<file path="config.mk">
export PLATFORM = sky130hd
export DESIGN_NAME = range_adaptive_position_estimator
export DESIGN_NICKNAME = d
export VERILOG_FILES = /design/src/hdl/rpe_pkg.sv /design/src/hdl/range_adaptive_position_estimator.sv /design/src/hdl/rpe_mul.sv /design/src/hdl/rpe_dp.sv /design/src/hdl/rpe_seq.sv
export VERILOG_INCLUDE_DIRS = /design/src /design/src/hdl
export SDC_FILE = /design/constraint.sdc
export NUM_CORES = 2
export LEC_CHECK = 0
export ABC_AREA = 1
export BUFFER_PORTS_ARGS = -buffer_cell sky130_fd_sc_hd__buf_2
export CELL_PAD_IN_SITES_DETAIL_PLACEMENT = 1
export CELL_PAD_IN_SITES_GLOBAL_PLACEMENT = 1
export CORE_ASPECT_RATIO = 1.1
export CORE_MARGIN = 10
export CORE_UTILIZATION = 34
export DETAILED_ROUTE_END_ITERATION = 12
export PLACE_DENSITY = 0.67
export SYNTH_ARGS = -nofsm -noshare
export SYNTH_HDL_FRONTEND = slang
export SYNTH_SLANG_ARGS = --single-unit
</file>
<file path="constraint.sdc">
create_clock -name clk -period 7.71 [get_ports clk]
set_input_delay 0.771 -clock clk [delete_from_list [all_inputs] [get_ports clk]]
set_output_delay 0.771 -clock clk [all_outputs]
set_load 0.005 [all_outputs]
</file>
<file path="src/hdl/range_adaptive_position_estimator_assert.svh">
// Assertion macros for the range adaptive position estimator.
// Clock and reset are taken from the names clk and rst of the module that uses them.
`ifndef RANGE_ADAPTIVE_POSITION_ESTIMATOR_ASSERT_SVH
`define RANGE_ADAPTIVE_POSITION_ESTIMATOR_ASSERT_SVH
`ifndef NO_ASSERTIONS
`define RPE_ASSERT(lbl, prop, msg) \
  lbl: assert property (@(posedge clk) disable iff (rst) prop) else $error(msg);
`define RPE_ASSERT_RST(lbl, prop, msg) \
  lbl: assert property (@(posedge clk) prop) else $error(msg);
`else
`define RPE_ASSERT(lbl, prop, msg)
`define RPE_ASSERT_RST(lbl, prop, msg)
`endif
`endif

</file>
<file path="src/hdl/rpe_pkg.sv">
// Shared types, constants, saturation and the microprogram of the position estimator.
// No dependencies; every module refers to it by scoped names.
package rpe_pkg;

  localparam int CFG_IDX_W  = 2;
  localparam int CFG_DATA_W = 24;
  localparam int PC_W       = 6;

  localparam logic [PC_W-1:0] PC_DONE = 6'd32;

  localparam logic [22:0] FORGET_RST = 23'd65536;
  localparam logic [22:0] GAIN_RST   = 23'd65536;
  localparam logic [16:0] STEP_RST   = 17'd655;

  typedef logic signed [48:0] word_t;

  typedef enum logic [CFG_IDX_W-1:0] {
    CFG_FORGET_RATE = 2'd0,
    CFG_ADAPT_GAIN  = 2'd1,
    CFG_STEP_TIME   = 2'd2,
    CFG_TICK_LIMIT  = 2'd3
  } cfg_idx_t;

  typedef enum logic [1:0] {K_MUL, K_ALU, K_JSTOP, K_DONE} kind_t;
  typedef enum logic [1:0] {OP_ADD, OP_SUB, OP_SUBH, OP_MOV} op_t;
  typedef enum logic [1:0] {SAT_NONE, SAT_48, SAT_32} sat_t;

  typedef enum logic [3:0] {
    SRC_PX, SRC_PY, SRC_RNG, SRC_ALPHA, SRC_GAM, SRC_TS, SRC_RF, SRC_PFX,
    SRC_PFY, SRC_BX, SRC_BY, SRC_T0, SRC_T1, SRC_T2, SRC_T3, SRC_P
  } src_t;

  typedef enum logic [3:0] {
    DST_T0, DST_T1, DST_T2, DST_T3, DST_RF, DST_PFX, DST_PFY, DST_BX, DST_BY
  } dst_t;

  typedef struct packed {
    kind_t            kind;
    src_t             a;
    src_t             b;
    op_t              op;
    sat_t             sat;
    dst_t             dst;
    logic [PC_W-1:0]  target;
  } ucode_t;

  typedef struct packed {
    logic load_in;
    logic alu_we;
    logic tick;
    src_t a;
    src_t b;
    op_t  op;
    sat_t sat;
    dst_t dst;
  } ctl_t;

  typedef struct packed {
    logic busy;
    logic done;
  } mul_stat_t;

  localparam logic signed [49:0] MAX48 = (50'sd1 <<< 47) - 50'sd1;
  localparam logic signed [49:0] MIN48 = -(50'sd1 <<< 47);
  localparam logic signed [49:0] MAX32 = (50'sd1 <<< 31) - 50'sd1;
  localparam logic signed [49:0] MIN32 = -(50'sd1 <<< 31);

  function automatic word_t sat_res(input logic signed [49:0] v, input sat_t s);
    logic signed [49:0] r;
    r = v;
    case (s)
      SAT_48: begin
        if (v > MAX48) r = MAX48;
        else if (v < MIN48) r = MIN48;
      end
      SAT_32: begin
        if (v > MAX32) r = MAX32;
        else if (v < MIN32) r = MIN32;
      end
      default: r = v;
    endcase
    return r[48:0];
  endfunction

  function automatic ucode_t uc_mul(input src_t a, input src_t b);
    ucode_t u;
    u.kind   = K_MUL;
    u.a      = a;
    u.b      = b;
    u.op     = OP_MOV;
    u.sat    = SAT_NONE;
    u.dst    = DST_T0;
    u.target = '0;
    return u;
  endfunction

  function automatic ucode_t uc_alu(input op_t op, input src_t a, input src_t b,
                                    input dst_t dst, input sat_t sat);
    ucode_t u;
    u.kind   = K_ALU;
    u.a      = a;
    u.b      = b;
    u.op     = op;
    u.sat    = sat;
    u.dst    = dst;
    u.target = '0;
    return u;
  endfunction

  function automatic ucode_t uc_ctl(input kind_t kind, input logic [PC_W-1:0] target);
    ucode_t u;
    u.kind   = kind;
    u.a      = SRC_P;
    u.b      = SRC_P;
    u.op     = OP_MOV;
    u.sat    = SAT_NONE;
    u.dst    = DST_T0;
    u.target = target;
    return u;
  endfunction

  // T0 carries the half norm difference and then the range derivative,
  // T1 and T2 the position regressors, T3 the prediction, error and gain term.
  function automatic ucode_t ucode(input logic [PC_W-1:0] pc);
    ucode_t u;
    case (pc)
      6'd0:    u = uc_ctl(K_JSTOP, PC_DONE);
      6'd1:    u = uc_mul(SRC_PX, SRC_PX);
      6'd2:    u = uc_alu(OP_MOV, SRC_P, SRC_P, DST_T0, SAT_NONE);
      6'd3:    u = uc_mul(SRC_PY, SRC_PY);
      6'd4:    u = uc_alu(OP_ADD, SRC_T0, SRC_P, DST_T0, SAT_NONE);
      6'd5:    u = uc_mul(SRC_RNG, SRC_RNG);
      6'd6:    u = uc_alu(OP_SUBH, SRC_T0, SRC_P, DST_T0, SAT_NONE);
      6'd7:    u = uc_mul(SRC_ALPHA, SRC_RF);
      6'd8:    u = uc_alu(OP_SUB, SRC_T0, SRC_P, DST_T0, SAT_48);
      6'd9:    u = uc_mul(SRC_ALPHA, SRC_PFX);
      6'd10:   u = uc_alu(OP_SUB, SRC_PX, SRC_P, DST_T1, SAT_48);
      6'd11:   u = uc_mul(SRC_ALPHA, SRC_PFY);
      6'd12:   u = uc_alu(OP_SUB, SRC_PY, SRC_P, DST_T2, SAT_48);
      6'd13:   u = uc_mul(SRC_T0, SRC_TS);
      6'd14:   u = uc_alu(OP_ADD, SRC_RF, SRC_P, DST_RF, SAT_48);
      6'd15:   u = uc_mul(SRC_T1, SRC_TS);
      6'd16:   u = uc_alu(OP_ADD, SRC_PFX, SRC_P, DST_PFX, SAT_32);
      6'd17:   u = uc_mul(SRC_T2, SRC_TS);
      6'd18:   u = uc_alu(OP_ADD, SRC_PFY, SRC_P, DST_PFY, SAT_32);
      6'd19:   u = uc_mul(SRC_BX, SRC_T1);
      6'd20:   u = uc_alu(OP_MOV, SRC_P, SRC_P, DST_T3, SAT_NONE);
      6'd21:   u = uc_mul(SRC_BY, SRC_T2);
      6'd22:   u = uc_alu(OP_ADD, SRC_T3, SRC_P, DST_T3, SAT_48);
      6'd23:   u = uc_alu(OP_SUB, SRC_T0, SRC_T3, DST_T3, SAT_48);
      6'd24:   u = uc_mul(SRC_GAM, SRC_T3);
      6'd25:   u = uc_alu(OP_MOV, SRC_P, SRC_P, DST_T3, SAT_NONE);
      6'd26:   u = uc_mul(SRC_T3, SRC_T1);
      6'd27:   u = uc_mul(SRC_P, SRC_TS);
      6'd28:   u = uc_alu(OP_ADD, SRC_BX, SRC_P, DST_BX, SAT_32);
      6'd29:   u = uc_mul(SRC_T3, SRC_T2);
      6'd30:   u = uc_mul(SRC_P, SRC_TS);
      6'd31:   u = uc_alu(OP_ADD, SRC_BY, SRC_P, DST_BY, SAT_32);
      default: u = uc_ctl(K_DONE, PC_DONE);
    endcase
    return u;
  endfunction

endpackage

</file>
<file path="src/hdl/range_adaptive_position_estimator.sv">
// Range-only adaptive beacon position estimator, top level.
// Uses rpe_pkg, rpe_seq, rpe_dp and rpe_mul.
//
// Usage: each request on the s_ channel is one control tick carrying the
// own position and the measured beacon range; exactly one result request
// follows on the m_ channel with the beacon estimate and the estimating flag.
// Configuration registers are written on the cfg_ channel, which is always
// ready; write them only while no tick is in flight.
// Operation: a tick that runs the estimator walks a microprogram of 33 steps,
// 16 multiplies on the single shared multiplier and 17 ALU and control steps.
// Once estimation has stopped a tick jumps from the stop step to the last step.
// s_tready returns in the cycle in which m_tvalid rises, so a new tick is
// accepted only after the sequencer has finished the previous one.
// The result sits in an output register, so a new tick is accepted while it
// waits; if the receiver still stalls when the next result is ready, the
// sequencer holds at its last step until the output register is free.
// Reset clears the estimator state, restores the register defaults and
// leaves the block idle with m_tvalid low.
module range_adaptive_position_estimator (
  input  logic                               clk,
  input  logic                               rst,
  input  logic                               s_tvalid,
  output logic                               s_tready,
  input  logic [95:0]                        s_tdata,   // pos_x, pos_y, beacon_range
  output logic                               m_tvalid,
  input  logic                               m_tready,
  output logic [63:0]                        m_tdata,   // est_x, est_y
  output logic [0:0]                         m_tuser,   // estimating
  input  logic                               cfg_valid,
  output logic                               cfg_ready,
  input  logic [rpe_pkg::CFG_IDX_W-1:0]      cfg_index,
  input  logic [rpe_pkg::CFG_DATA_W-1:0]     cfg_data
);

  rpe_pkg::ctl_t      ctl;
  rpe_pkg::mul_stat_t mst;
  rpe_pkg::word_t     opa;
  rpe_pkg::word_t     opb;
  logic               mul_go;
  logic signed [47:0] prod;
  logic signed [31:0] beacon_x;
  logic signed [31:0] beacon_y;
  logic               running;
  logic               run_after;
  logic               out_free;

  assign cfg_ready = 1'b1;
  assign out_free  = !m_tvalid || m_tready;

  rpe_seq u_seq (
    .clk      (clk),
    .rst      (rst),
    .in_valid (s_tvalid),
    .in_ready (s_tready),
    .out_free (out_free),
    .running  (running),
    .mst      (mst),
    .mul_go   (mul_go),
    .ctl      (ctl)
  );

  rpe_dp u_dp (
    .clk       (clk),
    .rst       (rst),
    .ctl       (ctl),
    .cfg_we    (cfg_valid && cfg_ready),
    .cfg_index (cfg_index),
    .cfg_data  (cfg_data),
    .in_pos_x  (s_tdata[31:0]),
    .in_pos_y  (s_tdata[63:32]),
    .in_range  (s_tdata[94:64]),
    .prod      (prod),
    .opa       (opa),
    .opb       (opb),
    .beacon_x  (beacon_x),
    .beacon_y  (beacon_y),
    .running   (running),
    .run_after (run_after)
  );

  rpe_mul u_mul (
    .clk   (clk),
    .rst   (rst),
    .start (mul_go),
    .a     (opa),
    .b     (opb),
    .st    (mst),
    .prod  (prod)
  );

  always_ff @(posedge clk) begin
    if (rst) begin
      m_tvalid <= 1'b0;
    end else if (ctl.tick) begin
      m_tvalid <= 1'b1;
    end else if (m_tready) begin
      m_tvalid <= 1'b0;
    end
  end

  always_ff @(posedge clk) begin
    if (ctl.tick) begin
      m_tdata <= {beacon_y, beacon_x};
      m_tuser <= run_after;
    end
  end

endmodule

</file>
<file path="src/hdl/rpe_mul.sv">
// Shared fixed-point multiplier: magnitude product from four 24 by 24 partial products,
// shifted right by 16 and saturated to 48 bits signed. Depends on rpe_pkg.
module rpe_mul (
  input  logic                 clk,
  input  logic                 rst,
  input  logic                 start,
  input  rpe_pkg::word_t       a,
  input  rpe_pkg::word_t       b,
  output rpe_pkg::mul_stat_t   st,
  output logic signed [47:0]   prod
);

  logic signed [48:0] a_abs;
  logic signed [48:0] b_abs;
  logic [47:0]        ma;
  logic [47:0]        mb;
  logic               neg;
  logic [2:0]         cnt;
  logic               busy;
  logic               done;
  logic [47:0]        pp;
  logic [1:0]         psh;
  logic [95:0]        acc;
  logic [23:0]        a_half;
  logic [23:0]        b_half;
  logic [47:0]        pp_c;
  logic [95:0]        pp_sh;
  logic [47:0]        mag;
  logic               hi_nz;

  assign a_abs  = a[48] ? (49'sd0 - a) : a;
  assign b_abs  = b[48] ? (49'sd0 - b) : b;
  assign a_half = cnt[1] ? ma[47:24] : ma[23:0];
  assign b_half = cnt[0] ? mb[47:24] : mb[23:0];
  assign pp_c   = {24'd0, a_half} * {24'd0, b_half};
  assign mag    = acc[63:16];
  assign hi_nz  = |acc[95:64];

  always_comb begin
    case (psh)
      2'd0:    pp_sh = {48'd0, pp};
      2'd1:    pp_sh = {24'd0, pp, 24'd0};
      default: pp_sh = {pp, 48'd0};
    endcase
  end

  always_ff @(posedge clk) begin
    if (rst) begin
      busy <= 1'b0;
      done <= 1'b0;
      cnt  <= '0;
    end else begin
      done <= 1'b0;
      if (start) begin
        busy <= 1'b1;
        cnt  <= '0;
      end else if (busy) begin
        if (cnt == 3'd5) begin
          busy <= 1'b0;
          done <= 1'b1;
        end else begin
          cnt <= cnt + 3'd1;
        end
      end
    end
  end

  always_ff @(posedge clk) begin
    if (start) begin
      ma  <= a_abs[47:0];
      mb  <= b_abs[47:0];
      neg <= a[48] ^ b[48];
      acc <= '0;
    end else if (busy) begin
      if (cnt <= 3'd3) begin
        pp  <= pp_c;
        psh <= {1'b0, cnt[1]} + {1'b0, cnt[0]};
      end
      if (cnt >= 3'd1 && cnt <= 3'd4) begin
        acc <= acc + pp_sh;
      end
      if (cnt == 3'd5) begin
        if (!neg) begin
          prod <= (hi_nz || mag[47]) ? 48'sh7FFF_FFFF_FFFF : $signed(mag);
        end else if (hi_nz || mag > 48'h8000_0000_0000) begin
          prod <= 48'sh8000_0000_0000;
        end else begin
          prod <= $signed(48'd0 - mag);
        end
      end
    end
  end

  assign st.busy = busy;
  assign st.done = done;

endmodule

</file>
<file path="src/hdl/rpe_dp.sv">
// Datapath of the estimator: configuration, estimator state, work registers,
// operand selection and a saturating adder and subtractor. Depends on rpe_pkg.
module rpe_dp (
  input  logic                              clk,
  input  logic                              rst,
  input  rpe_pkg::ctl_t                     ctl,
  input  logic                              cfg_we,
  input  logic [rpe_pkg::CFG_IDX_W-1:0]     cfg_index,
  input  logic [rpe_pkg::CFG_DATA_W-1:0]    cfg_data,
  input  logic signed [31:0]                in_pos_x,
  input  logic signed [31:0]                in_pos_y,
  input  logic [30:0]                       in_range,
  input  logic signed [47:0]                prod,
  output rpe_pkg::word_t                    opa,
  output rpe_pkg::word_t                    opb,
  output logic signed [31:0]                beacon_x,
  output logic signed [31:0]                beacon_y,
  output logic                              running,
  output logic                              run_after
);

  logic [22:0]        forget_rate;
  logic [22:0]        adapt_gain;
  logic [16:0]        step_time;
  logic [23:0]        tick_limit;
  logic [23:0]        tick_count;
  logic [23:0]        tick_count_next;
  logic signed [31:0] pos_x;
  logic signed [31:0] pos_y;
  logic [30:0]        rng;
  logic signed [47:0] range_filter;
  logic signed [31:0] pos_filter_x;
  logic signed [31:0] pos_filter_y;
  logic signed [48:0] t0;
  logic signed [47:0] t1;
  logic signed [47:0] t2;
  logic signed [47:0] t3;
  logic signed [49:0] ea;
  logic signed [49:0] eb;
  logic signed [49:0] r;
  rpe_pkg::word_t     res;

  function automatic rpe_pkg::word_t pick(input rpe_pkg::src_t s);
    rpe_pkg::word_t v;
    unique case (s)
      rpe_pkg::SRC_PX:    v = {{17{pos_x[31]}}, pos_x};
      rpe_pkg::SRC_PY:    v = {{17{pos_y[31]}}, pos_y};
      rpe_pkg::SRC_RNG:   v = {18'd0, rng};
      rpe_pkg::SRC_ALPHA: v = {26'd0, forget_rate};
      rpe_pkg::SRC_GAM:   v = {26'd0, adapt_gain};
      rpe_pkg::SRC_TS:    v = {32'd0, step_time};
      rpe_pkg::SRC_RF:    v = {range_filter[47], range_filter};
      rpe_pkg::SRC_PFX:   v = {{17{pos_filter_x[31]}}, pos_filter_x};
      rpe_pkg::SRC_PFY:   v = {{17{pos_filter_y[31]}}, pos_filter_y};
      rpe_pkg::SRC_BX:    v = {{17{beacon_x[31]}}, beacon_x};
      rpe_pkg::SRC_BY:    v = {{17{beacon_y[31]}}, beacon_y};
      rpe_pkg::SRC_T0:    v = t0;
      rpe_pkg::SRC_T1:    v = {t1[47], t1};
      rpe_pkg::SRC_T2:    v = {t2[47], t2};
      rpe_pkg::SRC_T3:    v = {t3[47], t3};
      rpe_pkg::SRC_P:     v = {prod[47], prod};
    endcase
    return v;
  endfunction

  always_comb begin
    opa = pick(ctl.a);
    opb = pick(ctl.b);
  end

  assign ea = {opa[48], opa};
  assign eb = {opb[48], opb};

  always_comb begin
    unique case (ctl.op)
      rpe_pkg::OP_ADD:  r = ea + eb;
      rpe_pkg::OP_SUB:  r = ea - eb;
      rpe_pkg::OP_SUBH: r = (ea - eb) >>> 1;
      rpe_pkg::OP_MOV:  r = eb;
    endcase
    res = rpe_pkg::sat_res(r, ctl.sat);
  end

  assign tick_count_next = (tick_count == 24'hFF_FFFF) ? tick_count : tick_count + 24'd1;
  assign run_after       = running && (tick_count_next <= tick_limit);

  always_ff @(posedge clk) begin
    if (rst) begin
      forget_rate  <= rpe_pkg::FORGET_RST;
      adapt_gain   <= rpe_pkg::GAIN_RST;
      step_time    <= rpe_pkg::STEP_RST;
      tick_limit   <= '0;
      tick_count   <= '0;
      running      <= 1'b1;
      range_filter <= '0;
      pos_filter_x <= '0;
      pos_filter_y <= '0;
      beacon_x     <= '0;
      beacon_y     <= '0;
    end else begin
      if (cfg_we) begin
        unique case (cfg_index)
          rpe_pkg::CFG_FORGET_RATE: forget_rate <= cfg_data[22:0];
          rpe_pkg::CFG_ADAPT_GAIN:  adapt_gain  <= cfg_data[22:0];
          rpe_pkg::CFG_STEP_TIME:   step_time   <= cfg_data[16:0];
          rpe_pkg::CFG_TICK_LIMIT:  tick_limit  <= cfg_data;
        endcase
      end
      if (ctl.tick && running) begin
        tick_count <= tick_count_next;
        running    <= run_after;
      end
      if (ctl.alu_we) begin
        case (ctl.dst)
          rpe_pkg::DST_RF:  range_filter <= res[47:0];
          rpe_pkg::DST_PFX: pos_filter_x <= res[31:0];
          rpe_pkg::DST_PFY: pos_filter_y <= res[31:0];
          rpe_pkg::DST_BX:  beacon_x     <= res[31:0];
          rpe_pkg::DST_BY:  beacon_y     <= res[31:0];
          default: ;
        endcase
      end
    end
  end

  always_ff @(posedge clk) begin
    if (ctl.load_in) begin
      pos_x <= in_pos_x;
      pos_y <= in_pos_y;
      rng   <= in_range;
    end
    if (ctl.alu_we) begin
      case (ctl.dst)
        rpe_pkg::DST_T0: t0 <= res;
        rpe_pkg::DST_T1: t1 <= res[47:0];
        rpe_pkg::DST_T2: t2 <= res[47:0];
        rpe_pkg::DST_T3: t3 <= res[47:0];
        default: ;
      endcase
    end
  end

endmodule

</file>
<file path="src/hdl/rpe_seq.sv">
// Microprogram sequencer: step counter over the control store in rpe_pkg,
// multiply issue and wait, the stop jump and the handoff of each result.
`include "range_adaptive_position_estimator_assert.svh"
module rpe_seq (
  input  logic                clk,
  input  logic                rst,
  input  logic                in_valid,
  output logic                in_ready,
  input  logic                out_free,
  input  logic                running,
  input  rpe_pkg::mul_stat_t  mst,
  output logic                mul_go,
  output rpe_pkg::ctl_t       ctl
);

  typedef enum logic [1:0] {
    S_IDLE = 2'b01,
    S_RUN  = 2'b10
  } state_t;

  state_t                      state;
  logic [rpe_pkg::PC_W-1:0]    pc;
  logic                        issued;
  rpe_pkg::ucode_t             word;
  logic                        in_run;

  assign word     = rpe_pkg::ucode(pc);
  assign in_ready = (state == S_IDLE);
  assign in_run   = (state == S_RUN);
  assign mul_go   = in_run && (word.kind == rpe_pkg::K_MUL) && !issued;

  always_comb begin
    ctl.load_in = in_valid && in_ready;
    ctl.alu_we  = in_run && (word.kind == rpe_pkg::K_ALU);
    ctl.tick    = in_run && (word.kind == rpe_pkg::K_DONE) && out_free;
    ctl.a       = word.a;
    ctl.b       = word.b;
    ctl.op      = word.op;
    ctl.sat     = word.sat;
    ctl.dst     = word.dst;
  end

  always_ff @(posedge clk) begin
    if (rst) begin
      state  <= S_IDLE;
      pc     <= '0;
      issued <= 1'b0;
    end else begin
      unique case (state)
        S_IDLE: begin
          if (in_valid) begin
            pc    <= '0;
            state <= S_RUN;
          end
        end
        S_RUN: begin
          unique case (word.kind)
            rpe_pkg::K_ALU: pc <= pc + 1'b1;
            rpe_pkg::K_MUL: begin
              if (!issued) begin
                issued <= 1'b1;
              end else if (mst.done) begin
                issued <= 1'b0;
                pc     <= pc + 1'b1;
              end
            end
            rpe_pkg::K_JSTOP: pc <= running ? pc + 1'b1 : word.target;
            rpe_pkg::K_DONE: begin
              if (out_free) state <= S_IDLE;
            end
          endcase
        end
      endcase
    end
  end

  `RPE_ASSERT_RST(a_reset_idle, rst |=> (state == S_IDLE && !issued), "sequencer not idle after reset")
  `RPE_ASSERT(a_start_free, mul_go |-> !mst.busy, "multiply issued while multiplier busy")
  `RPE_ASSERT(a_done_issued, mst.done |-> issued, "multiply result without an issued multiply")
  `RPE_ASSERT(a_idle_clean, (state == S_IDLE) |-> !issued, "multiply pending while idle")
  `RPE_ASSERT(a_wait_holds, (in_run && word.kind == rpe_pkg::K_MUL && !mst.done) |=> $stable(pc), "step advanced before product ready")

endmodule
</file>
==> run_results.csv <==
group,metric,value,unit
yosys,ys.flop_type,"edfxtp_1",
drt,wl_met1,182800,µm
yosys,seq_area_frac_synth,30.04,%
cts,cts_tree,"yes",
cts,clkSinkCount,965,
die,io_pins,195,
finish,utilization,41.68,%
cts,clk_pin_slew,0.06,ns
setup_path,crit_required,8.24,ns
drt,dr_wl_met3,31990,µm
setup_path,critPathSlowestCell,"fa_1",
sta,slew_headroom,10.09,%
die,die_h,536.8,µm
sta,setup_viol,0,
sta,worst_pin_slew,1.349,ns
drt,wirelength,439300,µm
global_route,grt_start_max_net_pins,239,
drt,ant_nets,0,
global_route,overflow,0,
cts,clock_path_buffers,3,
finish,final_common_cell,"nand2_1",
setup_path,crit_arrival,8.04,ns
finish,layout-drive-gt1-share,15.43,%
die,initial_core_util,34.20,%
global_route,grt_pass1_vias,90602,
setup_path,r2r_setup_slack,0.21,ns
setup_path,slowest_delay,0.58,ns
drt,drtIter0Drc,7947,
sta,drv_slew,0,
yosys,synth_seq_cells,965,
setup_path,crit_type,"reg2reg",
sta,final_hold_viol_count,0,
cts,cts_made_buffers,108,
status,status,"complete, no violations",
finish,layout_common_cells,"nand2_1 (2220), inv_1 (1979), nor2_1 (1236), buf_4 (1196), o21ai_0 (803)",
finish,layout.cells.non_filler,15729,
power,p_leak,47.33,nW
global_route,grt_usage,32.49,%
cts,cts.htree.levels,3,
setup_path,path_max_fanout,16,
placement,gp_congestion,1.020,
cts,clock-root-buffer,"clkbuf_16",
yosys,yosysTopAreaCell,"edfxtp_1",
drt,drt_first_pass_iters,6,
sta,finalCritPeriodShare,97.33,%
worst_hold_path,hold_path_startpoint,"s_tdata[76]",
sta,period_minus_slack,7.504,ns
worst_hold_path,worstHoldPathCells,1,
yosys,synth_area_per_cell,7.358,µm²
die,die_w,489.9,µm
sta,tns,0,ns
yosys,synth_top_area_share,19.93,%
global_route,antenna_found_initial,16,
die,fp-row-count,189,
power,ir_worst_vdd,1.418,mV
drt,vias_per_cell,5.493,
cts,clk-insertion-delay-late,0.84,ns
yosys,synth_area,0.08256,mm²
setup_path,startpoint_type,"flop",
worst_hold_path,hp-class,"in2reg",
drt,vias,86403,
global_route,grt_pass1_wl,629700,µm
setup_path,reg2reg_depth,30,
placement,dp_cells,15502,
yosys,synth_fp_nets,12250,
die,dieArea,0.2630,mm²
setup_path,critPathCaptureType,"flop",
setup_path,crit_top_cell,"fa_1",
drt,dr.max_layer_used,"met5",
drt,met2_length,197300,µm
drt,wl_per_cell,27.93,µm
yosys,async_flop_share,0,%
finish,fillerInstances,29969,
finish,area_delta_synth_final,21.87,%
die,core_area,0.2414,mm²
yosys,syn_inst,11221,
setup_path,worstReg2RegStart,"u_mul.cnt[1]",
setup_path,r2r_end,"u_mul.pp[45]",
placement,dp_hpwl,359000,µm
yosys,synth.distinct_cells,64,
power,powerDensity,609.6,mW/mm²
finish,nNetsFinal,13406,
yosys,synth_edf_count,548,
yosys,yosys_warnings,0,
drt,drc_errors,0,
sta,clock_skew,0.1065,ns
sta,fmax,0.1333,GHz
worst_hold_path,holdPathEnd,"u_dp.rng[12]",
yosys,synthTopCellsByArea,"edfxtp_1 (20%), fa_1 (12%), nand2_1 (10%)",
flow_run,maxCapViolations,0,
placement,numPortBuffers,192,
-- logic make-up (layout without fill, tap and decap cells) --
group	Yosys count	after routing	synth area share (%)
compound gates	2340	2340	16.24
flops	965	965	30.04
xor+xnor	303	303	3.214
other cells	1	10	0.004542
buf+inv	2469	3721	11.41
simple gates	4239	4239	20.99
mux	2	2	0.02425
fa+ha+maj	902	902	18.08
-- report_power, final --
part	switching [W]	total, W	leakage (nW)	internal (W)
clock network	0.00238	0.00536	1.74	0.00298
registers	0.000486	0.00766	8.38	0.00717
logic	0.0288	0.0483	37.2	0.0195
-- Yosys cell counts (25+ instances only) --
library cell and instances:
nand2_1 2225, inv_1 1997, nor2_1 1260, o21ai_0 824, a21oi_1 802, edfxtp_1 548
fa_1 485, dfxtp_1 417, ha_1 417, nand3_1 349, clkbuf_1 328, xor2_1 239
o22ai_1 148, nand4_1 126, a221oi_1 99, nor3_1 91, xnor2_1 64, buf_2 63
a31oi_1 62, o211ai_1 61, or2_2 59, o21ai_1 57, o2111ai_1 50, nor4_1 46
nand2_2 37, o21bai_1 37, o221ai_1 36, a211oi_1 35, o21a_1 31, a22o_1 26
inv_2 25
-- registers in the layout (all words and copies together), names as in the netlist, 48 cells and up, named ones only --
| name | flops |
|---|---|
| m_tdata | 64 |
| u_dp.range_filter | 48 |
| u_dp.t0 | 49 |
| u_dp.t1 | 48 |
| u_dp.t2 | 48 |
| u_dp.t3 | 48 |
| u_mul.acc | 96 |
| u_mul.ma | 48 |
| u_mul.mb | 48 |
| u_mul.pp | 48 |
| u_mul.prod | 48 |
-- final cells by class --
class	count	area (µm²)	share of cell area, %
clock buffers	146	2945	2.927
repair buffers	1469	11480	11.41
multi-input cells	7787	48930	48.63
diodes	9	22.52	0.02238
clock inverters	60	669.4	0.6652
inverters	2046	7705	7.657
flip-flops and latches	965	24810	24.65
well taps	3247	4063	4.037
-- critical path: cells and delay by family, from the launching register on --
family,cells,cell delay (ns)
adders and majority gates,8,3.98
AOI/OAI and AO/OA,8,1.19
DFF,1,0.34
xor gates and xnor gates,1,0.20
buffers and inverters,10,1.10
and+or+nand+nor,3,0.42
-- timing repair --
item / 4_1_cts / 5_1_grt
gates resized for setup: 46 / 90
hold buffers: 0 / 0
pin swaps: 8 / 45
endpoints found under the setup margin: 19 / 270
setup buffers: 3 / 9
-- how the worst max path moves through the flow --
| stage | startpoint | end | slack (ns) | depth (start not counted) |
|---|---|---|---|---|
| floorplan | u_mul.cnt[1] | u_mul.pp[44] | 0.08 | 33 |
| detailed placement | u_mul.cnt[1] | u_mul.pp[45] | -0.49 | 30 |
| finish | u_mul.cnt[1] | u_mul.pp[45] | 0.21 | 30 |
| global route | u_mul.cnt[0] | u_mul.pp[47] | -0.04 | 33 |
| CTS | u_mul.cnt[1] | u_mul.pp[46] | 0.0003 | 35 |
| global placement | u_mul.cnt[1] | u_mul.pp[45] | -0.56 | 30 |
-- layer usage --
layer	vias up	track usage [%]
li1	38700	-
met1	43399	42.01
met4	8	16.38
met2	3353	52.17
met3	943	5.572
met5	-	0
-- stage by stage --
stage	hold WS [ns]	setup slack, ns	area, µm²	power [W]
floorplan	0.4249	0.07955	82570	0.02982
global placement	0.4460	-0.5607	96420	0.05134
detailed placement	0.4456	-0.4878	96420	0.05129
CTS	0.08074	0.0003109	100200	0.05804
global route	0.08864	-0.03824	100600	0.06558
finish	0.1015	0.2059	100600	0.06134
(Power assumes the default switching activity.)
